### src/hw/rtl/prdc_pkg.sv
`default_nettype none

package prdc_pkg;

    // Field and register widths
    localparam int VALUE_WIDTH = 24;   // signed pressure and rate fields
    localparam int FRAC_BITS   = 8;    // fraction bits of the fixed-point fields
    localparam int CFG_W       = 16;   // configuration registers, divider, frequency
    localparam int ADDR_W      = 4;
    localparam int DATA_W      = 32;
    localparam int REG_IDX_W   = 2;

    // Divider step: floor(span / 100) as (span * STEP_RECIP) >> STEP_SHIFT,
    // exact for every 16-bit span
    localparam int RECIP_W    = 17;
    localparam int STEP_RECIP = 83887;
    localparam int STEP_SHIFT = 23;
    localparam int STEP_W     = 10;    // largest step is 655

    // Rate thresholds: 10*|r| against 17*|g| and 7*|g|
    localparam int RATE_DEN     = 10;
    localparam int RATE_UP_NUM  = 17;
    localparam int RATE_DN_NUM  = 7;
    localparam int RATE_W       = VALUE_WIDTH + 5;

    // Shared multiplier and long-division widths
    localparam int OPA_W  = CFG_W + 1;
    localparam int OPB_W  = (VALUE_WIDTH + 1 > RECIP_W + 1) ? VALUE_WIDTH + 1 : RECIP_W + 1;
    localparam int PROD_W = OPA_W + OPB_W;
    localparam int SUM_W  = PROD_W + 1;
    localparam int NUM_W  = SUM_W + FRAC_BITS;
    localparam int DEN_W  = PROD_W - 1;
    localparam int QCNT_W = $clog2(NUM_W + 1);
    localparam int DIVN_W = CFG_W + 2;  // signed divider update

    // Register map
    localparam logic [REG_IDX_W-1:0] REG_FREQ_FLOOR   = 2'd0;
    localparam logic [REG_IDX_W-1:0] REG_FREQ_CEILING = 2'd1;
    localparam logic [REG_IDX_W-1:0] REG_DIV_FLOOR    = 2'd2;
    localparam logic [REG_IDX_W-1:0] REG_DIV_CEILING  = 2'd3;

    localparam logic [CFG_W-1:0] FREQ_FLOOR_RST   = 16'd0;
    localparam logic [CFG_W-1:0] FREQ_CEILING_RST = 16'd10000;
    localparam logic [CFG_W-1:0] DIV_FLOOR_RST    = 16'd26;
    localparam logic [CFG_W-1:0] DIV_CEILING_RST  = 16'd2560;
    localparam logic [CFG_W-1:0] DIVIDER_RST      = CFG_W'(1 << FRAC_BITS);

    // Datapath operations
    localparam int OP_W = 4;
    localparam logic [OP_W-1:0] OP_NONE      = 4'd0;
    localparam logic [OP_W-1:0] OP_SPAN      = 4'd1;
    localparam logic [OP_W-1:0] OP_STEP      = 4'd2;
    localparam logic [OP_W-1:0] OP_MUL_P     = 4'd3;
    localparam logic [OP_W-1:0] OP_MUL_G     = 4'd4;
    localparam logic [OP_W-1:0] OP_MUL_DEN   = 4'd5;
    localparam logic [OP_W-1:0] OP_PREP      = 4'd6;
    localparam logic [OP_W-1:0] OP_DIV_START = 4'd7;
    localparam logic [OP_W-1:0] OP_RESULT    = 4'd8;

    // Result selection
    localparam int MODE_W = 2;
    localparam logic [MODE_W-1:0] MODE_NORMAL    = 2'd0;
    localparam logic [MODE_W-1:0] MODE_GOAL_ZERO = 2'd1;
    localparam logic [MODE_W-1:0] MODE_DIV_ZERO  = 2'd2;

    typedef struct packed {
        logic [CFG_W-1:0] freq_floor;
        logic [CFG_W-1:0] freq_ceiling;
        logic [CFG_W-1:0] divider_floor;
        logic [CFG_W-1:0] divider_ceiling;
    } cfg_t;

    typedef struct packed {
        logic              load;
        logic [OP_W-1:0]   op;
        logic [MODE_W-1:0] mode;
    } cmd_t;

    typedef struct packed {
        logic goal_zero;
        logic div_zero;
        logic div_done;
    } stat_t;

endpackage

`default_nettype wire

### src/hw/rtl/prdc_in_if.sv
`default_nettype none

interface prdc_in_if import prdc_pkg::*; ();
    logic                   valid;
    logic                   ready;
    logic [VALUE_WIDTH-1:0] pressure_now;
    logic [VALUE_WIDTH-1:0] pressure_goal;
    logic [VALUE_WIDTH-1:0] rate_now;
    logic [VALUE_WIDTH-1:0] rate_goal;

    modport source (
        output valid, pressure_now, pressure_goal, rate_now, rate_goal,
        input  ready
    );

    modport sink (
        input  valid, pressure_now, pressure_goal, rate_now, rate_goal,
        output ready
    );
endinterface

`default_nettype wire

### src/hw/rtl/prdc_out_if.sv
`default_nettype none

interface prdc_out_if import prdc_pkg::*; ();
    logic             valid;
    logic             ready;
    logic [CFG_W-1:0] drive_freq;
    logic [CFG_W-1:0] divider_now;

    modport source (
        output valid, drive_freq, divider_now,
        input  ready
    );

    modport sink (
        input  valid, drive_freq, divider_now,
        output ready
    );
endinterface

`default_nettype wire

### src/hw/rtl/prdc_cfg.sv
`default_nettype none

module prdc_cfg import prdc_pkg::*; (
    input  wire logic              clk,
    input  wire logic              rst_n,
    input  wire logic              psel,
    input  wire logic              penable,
    input  wire logic              pwrite,
    input  wire logic [ADDR_W-1:0] paddr,
    input  wire logic [DATA_W-1:0] pwdata,
    output logic      [DATA_W-1:0] prdata,
    output logic                   pready,
    output cfg_t                   cfg
);

    cfg_t                 cfg_reg;
    logic [REG_IDX_W-1:0] reg_idx;
    logic                 wr_en;

    assign pready  = 1'b1;
    assign reg_idx = paddr[ADDR_W-1:2];
    assign wr_en   = psel && penable && pwrite && pready;
    assign cfg     = cfg_reg;

    always_ff @(posedge clk or negedge rst_n)
    begin
        if (!rst_n)
        begin
            cfg_reg.freq_floor      <= FREQ_FLOOR_RST;
            cfg_reg.freq_ceiling    <= FREQ_CEILING_RST;
            cfg_reg.divider_floor   <= DIV_FLOOR_RST;
            cfg_reg.divider_ceiling <= DIV_CEILING_RST;
        end
        else if (wr_en)
        begin
            case (reg_idx)
                REG_FREQ_FLOOR:   cfg_reg.freq_floor      <= pwdata[CFG_W-1:0];
                REG_FREQ_CEILING: cfg_reg.freq_ceiling    <= pwdata[CFG_W-1:0];
                REG_DIV_FLOOR:    cfg_reg.divider_floor   <= pwdata[CFG_W-1:0];
                REG_DIV_CEILING:  cfg_reg.divider_ceiling <= pwdata[CFG_W-1:0];
                default:          ;
            endcase
        end
    end

    always_comb
    begin
        case (reg_idx)
            REG_FREQ_FLOOR:   prdata = DATA_W'(cfg_reg.freq_floor);
            REG_FREQ_CEILING: prdata = DATA_W'(cfg_reg.freq_ceiling);
            REG_DIV_FLOOR:    prdata = DATA_W'(cfg_reg.divider_floor);
            REG_DIV_CEILING:  prdata = DATA_W'(cfg_reg.divider_ceiling);
            default:          prdata = '0;
        endcase
    end

endmodule

`default_nettype wire

### src/hw/rtl/prdc_div.sv
`default_nettype none

module prdc_div import prdc_pkg::*; (
    input  wire logic             clk,
    input  wire logic             rst_n,
    input  wire logic             start,
    input  wire logic [NUM_W-1:0] numer,
    input  wire logic [DEN_W-1:0] denom,
    output logic      [NUM_W-1:0] quot,
    output logic                  done
);

    logic [NUM_W-1:0]  quo_reg;
    logic [DEN_W-1:0]  rem_reg;
    logic [QCNT_W-1:0] cnt_reg;
    logic              busy_reg;
    logic              done_reg;

    logic [DEN_W:0]    shifted;
    logic [DEN_W+1:0]  diff;
    logic              ge;
    logic [DEN_W-1:0]  rem_next;

    // Restoring division, one quotient bit per cycle
    assign shifted  = {rem_reg, quo_reg[NUM_W-1]};
    assign diff     = {1'b0, shifted} - {2'b00, denom};
    assign ge       = !diff[DEN_W+1];
    assign rem_next = ge ? diff[DEN_W-1:0] : shifted[DEN_W-1:0];

    assign quot = quo_reg;
    assign done = done_reg;

    always_ff @(posedge clk or negedge rst_n)
    begin
        if (!rst_n)
        begin
            busy_reg <= 1'b0;
            done_reg <= 1'b0;
            cnt_reg  <= '0;
        end
        else if (start)
        begin
            busy_reg <= 1'b1;
            done_reg <= 1'b0;
            cnt_reg  <= QCNT_W'(NUM_W);
        end
        else if (busy_reg)
        begin
            cnt_reg <= cnt_reg - 1'b1;
            if (cnt_reg == QCNT_W'(1))
            begin
                busy_reg <= 1'b0;
                done_reg <= 1'b1;
            end
        end
    end

    always_ff @(posedge clk)
    begin
        if (start)
        begin
            quo_reg <= numer;
            rem_reg <= '0;
        end
        else if (busy_reg)
        begin
            quo_reg <= {quo_reg[NUM_W-2:0], ge};
            rem_reg <= rem_next;
        end
    end

endmodule

`default_nettype wire

### src/hw/rtl/prdc_dp.sv
`default_nettype none

module prdc_dp import prdc_pkg::*; (
    input  wire logic                   clk,
    input  wire logic                   rst_n,
    input  wire cmd_t                   cmd,
    output stat_t                       stat,
    input  wire cfg_t                   cfg,
    input  wire logic [VALUE_WIDTH-1:0] pressure_now,
    input  wire logic [VALUE_WIDTH-1:0] pressure_goal,
    input  wire logic [VALUE_WIDTH-1:0] rate_now,
    input  wire logic [VALUE_WIDTH-1:0] rate_goal,
    output logic      [CFG_W-1:0]       drive_freq,
    output logic      [CFG_W-1:0]       divider_now
);

    // Item registers
    logic [VALUE_WIDTH-1:0] p_now_reg;
    logic [VALUE_WIDTH-1:0] p_goal_reg;
    logic [VALUE_WIDTH-1:0] r_now_reg;
    logic [VALUE_WIDTH-1:0] r_goal_reg;

    logic [CFG_W-1:0]        divider_reg;
    logic                    rate_up_reg;
    logic                    rate_dn_reg;
    logic                    span_neg_reg;
    logic [VALUE_WIDTH-1:0]  g_mag_reg;
    logic signed [PROD_W-1:0] prod_reg;
    logic signed [SUM_W-1:0]  acc_reg;
    logic [NUM_W-1:0]        numer_reg;
    logic                    q_neg_reg;
    logic [CFG_W-1:0]        drive_freq_reg;
    logic [CFG_W-1:0]        divider_out_reg;

    logic signed [OPA_W-1:0]  mul_a;
    logic signed [OPB_W-1:0]  mul_b;
    logic signed [PROD_W-1:0] mul_p;

    logic [VALUE_WIDTH-1:0] r_mag;
    logic [VALUE_WIDTH-1:0] g_mag;
    logic [RATE_W-1:0]      rate_lhs;
    logic [RATE_W-1:0]      rate_up_rhs;
    logic [RATE_W-1:0]      rate_dn_rhs;
    logic [OPA_W-1:0]       span;
    logic [CFG_W-1:0]       span_mag;

    logic [STEP_W-1:0]        step_mag;
    logic signed [DIVN_W-1:0] step_s;
    logic signed [DIVN_W-1:0] d_base;
    logic signed [DIVN_W-1:0] d_raw;
    logic signed [DIVN_W-1:0] d_hi;
    logic signed [DIVN_W-1:0] d_lo;
    logic signed [DIVN_W-1:0] dc_ext;
    logic signed [DIVN_W-1:0] df_ext;

    logic [SUM_W-1:0] acc_mag;
    logic [NUM_W-1:0] quot;
    logic             div_done;
    logic [CFG_W-1:0] q_hi;
    logic [CFG_W-1:0] res_freq;

    function automatic logic signed [OPA_W-1:0] span_free_freq(
        input logic [CFG_W-1:0] hi,
        input logic [CFG_W-1:0] lo
    );
        span_free_freq = {1'b0, hi} - {1'b0, lo};
    endfunction

    prdc_div u_div (
        .clk   (clk),
        .rst_n (rst_n),
        .start (cmd.op == OP_DIV_START),
        .numer (numer_reg),
        .denom (prod_reg[DEN_W-1:0]),
        .quot  (quot),
        .done  (div_done)
    );

    assign stat.goal_zero = (p_goal_reg == '0);
    assign stat.div_zero  = (divider_reg == '0);
    assign stat.div_done  = div_done;

    // Rate magnitudes and comparison terms
    assign r_mag       = r_now_reg[VALUE_WIDTH-1] ? (~r_now_reg + 1'b1) : r_now_reg;
    assign g_mag       = r_goal_reg[VALUE_WIDTH-1] ? (~r_goal_reg + 1'b1) : r_goal_reg;
    assign rate_lhs    = RATE_W'(r_mag) * RATE_W'(RATE_DEN);
    assign rate_up_rhs = RATE_W'(g_mag) * RATE_W'(RATE_UP_NUM);
    assign rate_dn_rhs = RATE_W'(g_mag) * RATE_W'(RATE_DN_NUM);

    // Divider span, signed
    assign span     = {1'b0, cfg.divider_ceiling} - {1'b0, cfg.divider_floor};
    assign span_mag = span[OPA_W-1] ? (~span[CFG_W-1:0] + 1'b1) : span[CFG_W-1:0];

    // Shared multiplier
    always_comb
    begin
        case (cmd.op)
            OP_SPAN:
            begin
                mul_a = {1'b0, span_mag};
                mul_b = OPB_W'(STEP_RECIP);
            end
            OP_MUL_P:
            begin
                mul_a = span_free_freq(cfg.freq_ceiling, cfg.freq_floor);
                mul_b = {{(OPB_W-VALUE_WIDTH){p_now_reg[VALUE_WIDTH-1]}}, p_now_reg};
            end
            OP_MUL_G:
            begin
                mul_a = {1'b0, cfg.freq_floor};
                mul_b = {{(OPB_W-VALUE_WIDTH){p_goal_reg[VALUE_WIDTH-1]}}, p_goal_reg};
            end
            OP_MUL_DEN:
            begin
                mul_a = {1'b0, divider_reg};
                mul_b = {{(OPB_W-VALUE_WIDTH){1'b0}}, g_mag_reg};
            end
            default:
            begin
                mul_a = '0;
                mul_b = '0;
            end
        endcase
    end

    assign mul_p = mul_a * mul_b;

    // Divider update: step by the truncated one-percent span, then clamp
    assign step_mag = prod_reg[STEP_SHIFT +: STEP_W];
    assign step_s   = span_neg_reg ? -DIVN_W'(step_mag) : DIVN_W'(step_mag);
    assign d_base   = {2'b00, divider_reg};
    assign dc_ext   = {2'b00, cfg.divider_ceiling};
    assign df_ext   = {2'b00, cfg.divider_floor};

    always_comb
    begin
        if (rate_up_reg)
        begin
            d_raw = d_base + step_s;
        end
        else if (rate_dn_reg)
        begin
            d_raw = d_base - step_s;
        end
        else
        begin
            d_raw = d_base;
        end
        d_hi = (d_raw > dc_ext) ? dc_ext : d_raw;
        d_lo = (d_hi < df_ext) ? df_ext : d_hi;
    end

    assign acc_mag = acc_reg[SUM_W-1] ? (~acc_reg + 1'b1) : acc_reg;

    // Final frequency select and clamp; the floor wins when the limits cross
    always_comb
    begin
        if ((quot[NUM_W-1:CFG_W] != '0) || (quot[CFG_W-1:0] > cfg.freq_ceiling))
        begin
            q_hi = cfg.freq_ceiling;
        end
        else
        begin
            q_hi = quot[CFG_W-1:0];
        end

        case (cmd.mode)
            MODE_GOAL_ZERO:
            begin
                res_freq = cfg.freq_floor;
            end
            MODE_DIV_ZERO:
            begin
                res_freq = (cfg.freq_ceiling < cfg.freq_floor) ? cfg.freq_floor
                                                               : cfg.freq_ceiling;
            end
            default:
            begin
                if ((q_neg_reg && (quot != '0)) || (q_hi < cfg.freq_floor))
                begin
                    res_freq = cfg.freq_floor;
                end
                else
                begin
                    res_freq = q_hi;
                end
            end
        endcase
    end

    always_ff @(posedge clk or negedge rst_n)
    begin
        if (!rst_n)
        begin
            divider_reg <= DIVIDER_RST;
        end
        else if (cmd.op == OP_STEP)
        begin
            divider_reg <= d_lo[CFG_W-1:0];
        end
    end

    always_ff @(posedge clk)
    begin
        if (cmd.load)
        begin
            p_now_reg  <= pressure_now;
            p_goal_reg <= pressure_goal;
            r_now_reg  <= rate_now;
            r_goal_reg <= rate_goal;
        end

        case (cmd.op)
            OP_SPAN:
            begin
                prod_reg     <= mul_p;
                rate_up_reg  <= (rate_lhs > rate_up_rhs);
                rate_dn_reg  <= (rate_lhs < rate_dn_rhs);
                span_neg_reg <= span[OPA_W-1];
                g_mag_reg    <= p_goal_reg[VALUE_WIDTH-1] ? (~p_goal_reg + 1'b1) : p_goal_reg;
            end
            OP_MUL_P:
            begin
                prod_reg <= mul_p;
            end
            OP_MUL_G:
            begin
                prod_reg <= mul_p;
                acc_reg  <= {prod_reg[PROD_W-1], prod_reg};
            end
            OP_MUL_DEN:
            begin
                prod_reg <= mul_p;
                acc_reg  <= acc_reg + {prod_reg[PROD_W-1], prod_reg};
            end
            OP_PREP:
            begin
                numer_reg <= {acc_mag, {FRAC_BITS{1'b0}}};
                q_neg_reg <= acc_reg[SUM_W-1] ^ p_goal_reg[VALUE_WIDTH-1];
            end
            OP_RESULT:
            begin
                drive_freq_reg  <= res_freq;
                divider_out_reg <= divider_reg;
            end
            default:
            begin
            end
        endcase
    end

    assign drive_freq  = drive_freq_reg;
    assign divider_now = divider_out_reg;

endmodule

`default_nettype wire

### src/hw/rtl/prdc_ctrl.sv
`default_nettype none

module prdc_ctrl import prdc_pkg::*; (
    input  wire logic  clk,
    input  wire logic  rst_n,
    input  wire logic  in_valid,
    output logic       in_ready,
    output logic       out_valid,
    input  wire logic  out_ready,
    input  wire stat_t stat,
    output cmd_t       cmd
);

    localparam int ST_W = 4;
    localparam logic [ST_W-1:0] ST_IDLE      = 4'd0;
    localparam logic [ST_W-1:0] ST_CHECK     = 4'd1;
    localparam logic [ST_W-1:0] ST_STEP      = 4'd2;
    localparam logic [ST_W-1:0] ST_MUL_P     = 4'd3;
    localparam logic [ST_W-1:0] ST_MUL_G     = 4'd4;
    localparam logic [ST_W-1:0] ST_MUL_DEN   = 4'd5;
    localparam logic [ST_W-1:0] ST_PREP      = 4'd6;
    localparam logic [ST_W-1:0] ST_DIV_START = 4'd7;
    localparam logic [ST_W-1:0] ST_DIV_WAIT  = 4'd8;
    localparam logic [ST_W-1:0] ST_RESULT    = 4'd9;

    logic [ST_W-1:0]   state_reg;
    logic [ST_W-1:0]   state_next;
    logic [MODE_W-1:0] mode_reg;
    logic [MODE_W-1:0] mode_next;
    logic              out_valid_reg;
    logic              out_valid_next;

    assign out_valid = out_valid_reg;

    always_comb
    begin
        state_next     = state_reg;
        mode_next      = mode_reg;
        out_valid_next = out_valid_reg;
        cmd            = '0;
        in_ready       = 1'b0;

        if (out_valid_reg && out_ready)
        begin
            out_valid_next = 1'b0;
        end

        case (state_reg)
            ST_IDLE:
            begin
                in_ready = 1'b1;
                if (in_valid)
                begin
                    cmd.load   = 1'b1;
                    state_next = ST_CHECK;
                end
            end
            ST_CHECK:
            begin
                if (stat.goal_zero)
                begin
                    mode_next  = MODE_GOAL_ZERO;
                    state_next = ST_RESULT;
                end
                else
                begin
                    cmd.op     = OP_SPAN;
                    state_next = ST_STEP;
                end
            end
            ST_STEP:
            begin
                cmd.op     = OP_STEP;
                state_next = ST_MUL_P;
            end
            ST_MUL_P:
            begin
                cmd.op     = OP_MUL_P;
                state_next = ST_MUL_G;
            end
            ST_MUL_G:
            begin
                cmd.op     = OP_MUL_G;
                state_next = ST_MUL_DEN;
            end
            ST_MUL_DEN:
            begin
                cmd.op = OP_MUL_DEN;
                if (stat.div_zero)
                begin
                    mode_next  = MODE_DIV_ZERO;
                    state_next = ST_RESULT;
                end
                else
                begin
                    mode_next  = MODE_NORMAL;
                    state_next = ST_PREP;
                end
            end
            ST_PREP:
            begin
                cmd.op     = OP_PREP;
                state_next = ST_DIV_START;
            end
            ST_DIV_START:
            begin
                cmd.op     = OP_DIV_START;
                state_next = ST_DIV_WAIT;
            end
            ST_DIV_WAIT:
            begin
                if (stat.div_done)
                begin
                    state_next = ST_RESULT;
                end
            end
            ST_RESULT:
            begin
                // Hold until the output register is free
                if (!out_valid_reg || out_ready)
                begin
                    cmd.op         = OP_RESULT;
                    cmd.mode       = mode_reg;
                    out_valid_next = 1'b1;
                    state_next     = ST_IDLE;
                end
            end
            default:
            begin
                state_next = ST_IDLE;
            end
        endcase
    end

    always_ff @(posedge clk or negedge rst_n)
    begin
        if (!rst_n)
        begin
            state_reg     <= ST_IDLE;
            mode_reg      <= MODE_NORMAL;
            out_valid_reg <= 1'b0;
        end
        else
        begin
            state_reg     <= state_next;
            mode_reg      <= mode_next;
            out_valid_reg <= out_valid_next;
        end
    end

endmodule

`default_nettype wire

### src/hw/rtl/pump_rate_divider_control.sv
// Flow: a zero target goes straight to the result without a divider step; a zero
//   divider skips the long division, which makes one quotient bit per cycle.
// Items: one at a time; the next input transfer is taken in the cycle
//   the result turns valid, while that result waits in the output register.
// Reset: rst_n is asynchronous, active low; it restores the register defaults and
//   sets the stored divider to 1.0. No clearing pass is needed.
`default_nettype none

module pump_rate_divider_control import prdc_pkg::*; (
    input  wire logic              clk,
    input  wire logic              rst_n,
    input  wire logic              psel,
    input  wire logic              penable,
    input  wire logic              pwrite,
    input  wire logic [ADDR_W-1:0] paddr,
    input  wire logic [DATA_W-1:0] pwdata,
    output logic      [DATA_W-1:0] prdata,
    output logic                   pready,
    prdc_in_if.sink                sample,
    prdc_out_if.source             result
);

    cfg_t  cfg;
    cmd_t  cmd;
    stat_t stat;

    // Configuration registers; the user must write them only between items (not enforced here)
    prdc_cfg u_cfg (
        .clk     (clk),
        .rst_n   (rst_n),
        .psel    (psel),
        .penable (penable),
        .pwrite  (pwrite),
        .paddr   (paddr),
        .pwdata  (pwdata),
        .prdata  (prdata),
        .pready  (pready),
        .cfg     (cfg)
    );

    // Sequencer: walks one item through rate compare and span multiply, divider step,
    // three more multiplies on the shared multiplier, and the long division
    prdc_ctrl u_ctrl (
        .clk       (clk),
        .rst_n     (rst_n),
        .in_valid  (sample.valid),
        .in_ready  (sample.ready),
        .out_valid (result.valid),
        .out_ready (result.ready),
        .stat      (stat),
        .cmd       (cmd)
    );

    // Datapath: item registers, stored divider, multiplier, divider unit
    // and the output register
    prdc_dp u_dp (
        .clk           (clk),
        .rst_n         (rst_n),
        .cmd           (cmd),
        .stat          (stat),
        .cfg           (cfg),
        .pressure_now  (sample.pressure_now),
        .pressure_goal (sample.pressure_goal),
        .rate_now      (sample.rate_now),
        .rate_goal     (sample.rate_goal),
        .drive_freq    (result.drive_freq),
        .divider_now   (result.divider_now)
    );

    // One item at a time: ready drops right after an input transfer
    a_one_item: assert property (@(posedge clk) disable iff (!rst_n)
        (sample.valid && sample.ready) |=> !sample.ready)
        else $error("input taken while an item is in flight");

    // A pending frequency never leaves the configured limits (floor wins on crossing)
    a_freq_bound: assert property (@(posedge clk) disable iff (!rst_n)
        result.valid |-> ((result.drive_freq >= cfg.freq_floor) &&
                          ((result.drive_freq <= cfg.freq_floor) ||
                           (result.drive_freq <= cfg.freq_ceiling))))
        else $error("drive frequency outside the limits");

    // A new result appears only from the busy side of the sequencer
    a_result_src: assert property (@(posedge clk) disable iff (!rst_n)
        $rose(result.valid) |-> $past(!sample.ready))
        else $error("result raised while idle");

endmodule

`default_nettype wire

### src/flat_wrapper.sv
// flat-port wrapper written by rule: the top's interface ports become plain ports
module pump_rate_divider_control_flat import prdc_pkg::*;
  (clk, rst_n, psel, penable, pwrite, paddr, pwdata, prdata, pready, sample_valid, sample_pressure_now, sample_pressure_goal, sample_rate_now, sample_rate_goal, sample_ready, result_valid, result_drive_freq, result_divider_now, result_ready);
  prdc_in_if sample_i ();
  prdc_out_if result_i ();
  input  wire logic clk;
  input  wire logic rst_n;
  input  wire logic psel;
  input  wire logic penable;
  input  wire logic pwrite;
  input  wire logic [ADDR_W-1:0] paddr;
  input  wire logic [DATA_W-1:0] pwdata;
  output logic      [DATA_W-1:0] prdata;
  output logic pready;
  input wire logic [$bits(sample_i.valid)-1:0] sample_valid;
  input wire logic [$bits(sample_i.pressure_now)-1:0] sample_pressure_now;
  input wire logic [$bits(sample_i.pressure_goal)-1:0] sample_pressure_goal;
  input wire logic [$bits(sample_i.rate_now)-1:0] sample_rate_now;
  input wire logic [$bits(sample_i.rate_goal)-1:0] sample_rate_goal;
  output wire logic [$bits(sample_i.ready)-1:0] sample_ready;
  output wire logic [$bits(result_i.valid)-1:0] result_valid;
  output wire logic [$bits(result_i.drive_freq)-1:0] result_drive_freq;
  output wire logic [$bits(result_i.divider_now)-1:0] result_divider_now;
  input wire logic [$bits(result_i.ready)-1:0] result_ready;
  assign sample_i.valid = sample_valid;
  assign sample_i.pressure_now = sample_pressure_now;
  assign sample_i.pressure_goal = sample_pressure_goal;
  assign sample_i.rate_now = sample_rate_now;
  assign sample_i.rate_goal = sample_rate_goal;
  assign sample_ready = sample_i.ready;
  assign result_valid = result_i.valid;
  assign result_drive_freq = result_i.drive_freq;
  assign result_divider_now = result_i.divider_now;
  assign result_i.ready = result_ready;
  pump_rate_divider_control u_core (.clk(clk), .rst_n(rst_n), .psel(psel), .penable(penable), .pwrite(pwrite), .paddr(paddr), .pwdata(pwdata), .prdata(prdata), .pready(pready), .sample(sample_i), .result(result_i));
endmodule
### config.mk
export PLATFORM = sky130hd
export DESIGN_NAME = pump_rate_divider_control_flat
export DESIGN_NICKNAME = d
export VERILOG_FILES = /design/src/hw/rtl/prdc_pkg.sv /design/src/hw/rtl/prdc_in_if.sv /design/src/hw/rtl/prdc_out_if.sv /design/src/hw/rtl/prdc_cfg.sv /design/src/hw/rtl/prdc_div.sv /design/src/hw/rtl/prdc_dp.sv /design/src/hw/rtl/prdc_ctrl.sv /design/src/hw/rtl/pump_rate_divider_control.sv /design/src/flat_wrapper.sv
export SDC_FILE = /design/constraint.sdc
export NUM_CORES = 2
export LEC_CHECK = 0
export BUFFER_PORTS_ARGS = -buffer_cell sky130_fd_sc_hd__buf_2
export CAP_MARGIN = 40
export CORE_ASPECT_RATIO = 1.2
export CORE_MARGIN = 2
export CORE_UTILIZATION = 40
export DETAILED_ROUTE_END_ITERATION = 10
export HOLD_SLACK_MARGIN = 0.1
export PLACE_DENSITY = 0.57
export SYNTH_ARGS = -nofsm -noshare
export SYNTH_HDL_FRONTEND = slang
export SYNTH_SLANG_ARGS = --single-unit
### constraint.sdc
create_clock -name clk -period 18.74 [get_ports clk]
set_input_delay 0.937 -clock clk [delete_from_list [all_inputs] [get_ports clk]]
set_output_delay 0.937 -clock clk [all_outputs]
set_load 0.02 [all_outputs]
==> flow_metrics.py <==
metrics = {
    "status": {
        "status": "finished, final reports clean",
    },
    "clock_tree": {
        "clock_sinks": 471,
        "cts_hold_buf": 0,
        "htree_levels": 2,
        "cts-root-buf": "clkbuf_16",
        "clock_latency_ps": 670,
        "cts_buffers": 54,
        "cts_tree": "done",
        "clk_pin_slew_ps": 60,
        "cts_max_path_buffers": 3,
        "cts.repair.resized": 0,
        "cts_setup_buffers": 0,
    },
    "route": {
        "vias": 39700,
        "drt_first_pass_iters": 5,
        "ant_nets": 0,
        "drtIter0Drc": 2678,
        "wl_um": 143000,
        "avgRoutedWirePerCell_um": 19.8,
        "viasPerCell": 5.47,
        "drc_errors": 0,
    },
    "power": {
        "p_leak_nw": 24.9,
        "switchingPower_mw": 0.915,
        "p_comb_frac": 0.216,
        "p_sw_frac": 0.309,
        "pwr-share-clk": 0.379,
        "power_frac_seq": 0.405,
        "p_per_area_mw_per_mm2": 53.3,
        "vdd_drop_max_mv": 0.0695,
        "intPower_mw": 2.04,
    },
    "logic_synthesis": {
        "synth_cells": 5422,
        "synth_edf_count": 335,
        "yosysSeqAreaShare": 0.262,
        "synth_flop_cell": "edfxtp_1",
        "async_flop_share": 0.202,
        "syn-cell-area_mm2": 0.0506,
        "synth_cell_type_count": 85,
        "avgSynthCellArea_um2": 9.33,
        "yosysWarnings": 0,
        "ys_ff_latch": 471,
    },
    "grt": {
        "grt_usage": 0.224,
        "overflow": 0,
        "grt_pass1_vias": 40400,
        "grt_antenna_before_repair": 6,
        "grt_pass1_wl_um": 228000,
        "grt_max_degree": 80,
    },
    "cells_and_area": {
        "drive_gt1_frac": 0.0904,
        "final_area_mm2": 0.0555,
        "syn_to_final_growth_pct": 9.76,
        "fin_nets": 6626,
        "largest_reg_flops": 64,
        "n_fill_cell": 12300,
    },
    "floorplan": {
        "fp.coreArea_mm2": 0.125,
        "die_w_um": 329,
        "die_area_mm2": 0.129,
        "die_height_um": 394,
        "start_util": 0.404,
        "num_rows": 142,
        "ioPinCount": 206,
    },
    "critical_path": {
        "cpPeakStageDelay_ps": 650,
        "crit_top_cell": "fa_1",
        "r2r_end": "u_core.u_dp.prod_reg[41]$_DFFE_PN_",
        "cp-startpoint": "u_core.u_dp.p_goal_reg[3]$_DFFE_PP_",
        "crit_arrival_ps": 12440,
        "rr_startpoint": "u_core.u_dp.p_goal_reg[3]$_DFFE_PP_",
        "worst-r2r-setup-slack_ps": 6710,
        "crit_slowest_cell": "o22a_1",
        "required_ps": 19150,
        "crit_family": "adder cells",
        "critPathKind": "reg -> reg",
        "r2r.worst_path.cells": 33,
        "end_kind": "flop",
        "cp.buffers_inverters": 6,
        "startpoint_type": "flop",
        "critPathMaxFanout": 28,
        "path_depth": 33,
    },
    "placed_design": {
        "finalWeightedCongestion": 0.874,
        "hpwl_um": 114000,
        "io_buffers": 170,
        "placed_area_mm2": 0.0537,
    },
    "sta": {
        "slew_headroom": 0.390,
        "final-hold-violation-count": 0,
        "setup_viol": 0,
        "worst_slew_pin_slew_ps": 908,
        "maxSlewViolCount": 0,
        "finalCritPeriodShare": 0.642,
        "min_period_ps": 12030,
        "fmax_mhz": 83.1,
        "worst_clock_skew_ps": 16.9,
        "fin_setup_tns_ps": 0,
        "rsz0062_at_grt": "false",
    },
    "worst_hold_path": {
        "holdCritPathClass": "in -> async",
    },
    "run": {
        "cap_violations": 0,
    },
}
-- cell families (layout without fill, tap and decap cells) --
logic type | after synthesis | after routing | synth area share
other | 2 | 18 | 0.000149
multiplexers | 161 | 161 | 0.0376
AND/OR/NAND/NOR | 1528 | 1528 | 0.137
flip-flops | 471 | 471 | 0.262
XOR/XNOR | 322 | 322 | 0.0558
adder cells (fa/ha/maj) | 931 | 931 | 0.297
AO/OA/AOI/OAI | 1110 | 1110 | 0.142
buffers and inverters | 897 | 1059 | 0.0683
-- worst max path at each step --
stage,to,slack (ps)
floorplan,u_core.u_dp.prod_reg[41]$_DFFE_PN_,8930
global placement,u_core.u_dp.prod_reg[41]$_DFFE_PN_,6700
detailed placement,u_core.u_dp.prod_reg[41]$_DFFE_PN_,6830
CTS,u_core.u_dp.prod_reg[41]$_DFFE_PN_,6750
global route,u_core.u_dp.prod_reg[41]$_DFFE_PN_,6180
finish,u_core.u_dp.prod_reg[41]$_DFFE_PN_,6710
-- per-layer routing --
metal | wire [um] | track usage | part of all wire
met4 | 4740 | 0.0725 | 0.033
met3 | 7580 | 0.0291 | 0.053
met2 | 67700 | 0.372 | 0.47
met1 | 63500 | 0.299 | 0.44
met5 | 0 | 0 | 0
-- cell usage in the layout, fill, tap and decap left out, drive strengths merged, types with 38 or more instances in the layout --
cell / n
a21o: 106
a21oi: 251
buf: 255
clkbuf: 66
dfrtp: 84
dfxtp: 41
edfxtp: 335
fa: 449
ha: 482
inv: 709
mux2: 70
mux2i: 75
nand2: 654
nand2b: 59
nand3: 75
nand4: 41
nor2: 366
nor2b: 45
nor3: 79
o21a: 56
o21ai: 295
o22ai: 42
o31ai: 55
or3: 38
xnor2: 239
xor2: 83
-- metrics by stage --
stage          hold slack [ps]  worst slack [ps]  utilization  cells  power [mW]
4_1_cts                    172              6750        0.444   7255        2.98
5_1_grt                    202              6180        0.444   7256        3.09
2_1_floorplan              438              8930            -   5437        1.63
6_report                   216              6710        0.444   7256        2.96
3_5_place_dp               468              6830        0.429   7156        1.85
3_3_place_gp               456              6700        0.427   7136        1.83
-- power by group through the flow --
stage	clock network, mW	registers (mW)	logic [mW]
floorplan	0	1.19	0.437
finish	1.12	1.20	0.639
CTS	1.15	1.20	0.632
global placement	0	1.22	0.612
global route	1.19	1.20	0.701
detailed placement	0	1.22	0.628
-- synthesized netlist by cell type (79+ instances only) --
master    instances  area, um2
inv_1           703       2640
nand2_1         653       2450
ha_1            482       6030
fa_1            449       8990
nor2_1          366       1370
edfxtp_1        335      10100
o21ai_0         284       1420
a21oi_1         251       1260
xnor2_1         239       2090
clkbuf_1        151        567
a21o_1          106        796
dfrtp_1          84       2100
xor2_1           83        727
nor3_1           79        395
-- cell type report --
cell class / count / area (um2) / share of cell area
flip-flops and latches: 471 / 13300 / 0.239
diodes: 1 / 2.50 / 0.0000451
clock buffers: 66 / 1440 / 0.0259
repair buffers: 255 / 1600 / 0.0288
well taps: 1656 / 2070 / 0.0373
multi-input cells: 4069 / 34100 / 0.614
inverters: 705 / 2650 / 0.0477
clock inverters: 33 / 412 / 0.00742
(Power assumes the default switching activity.)
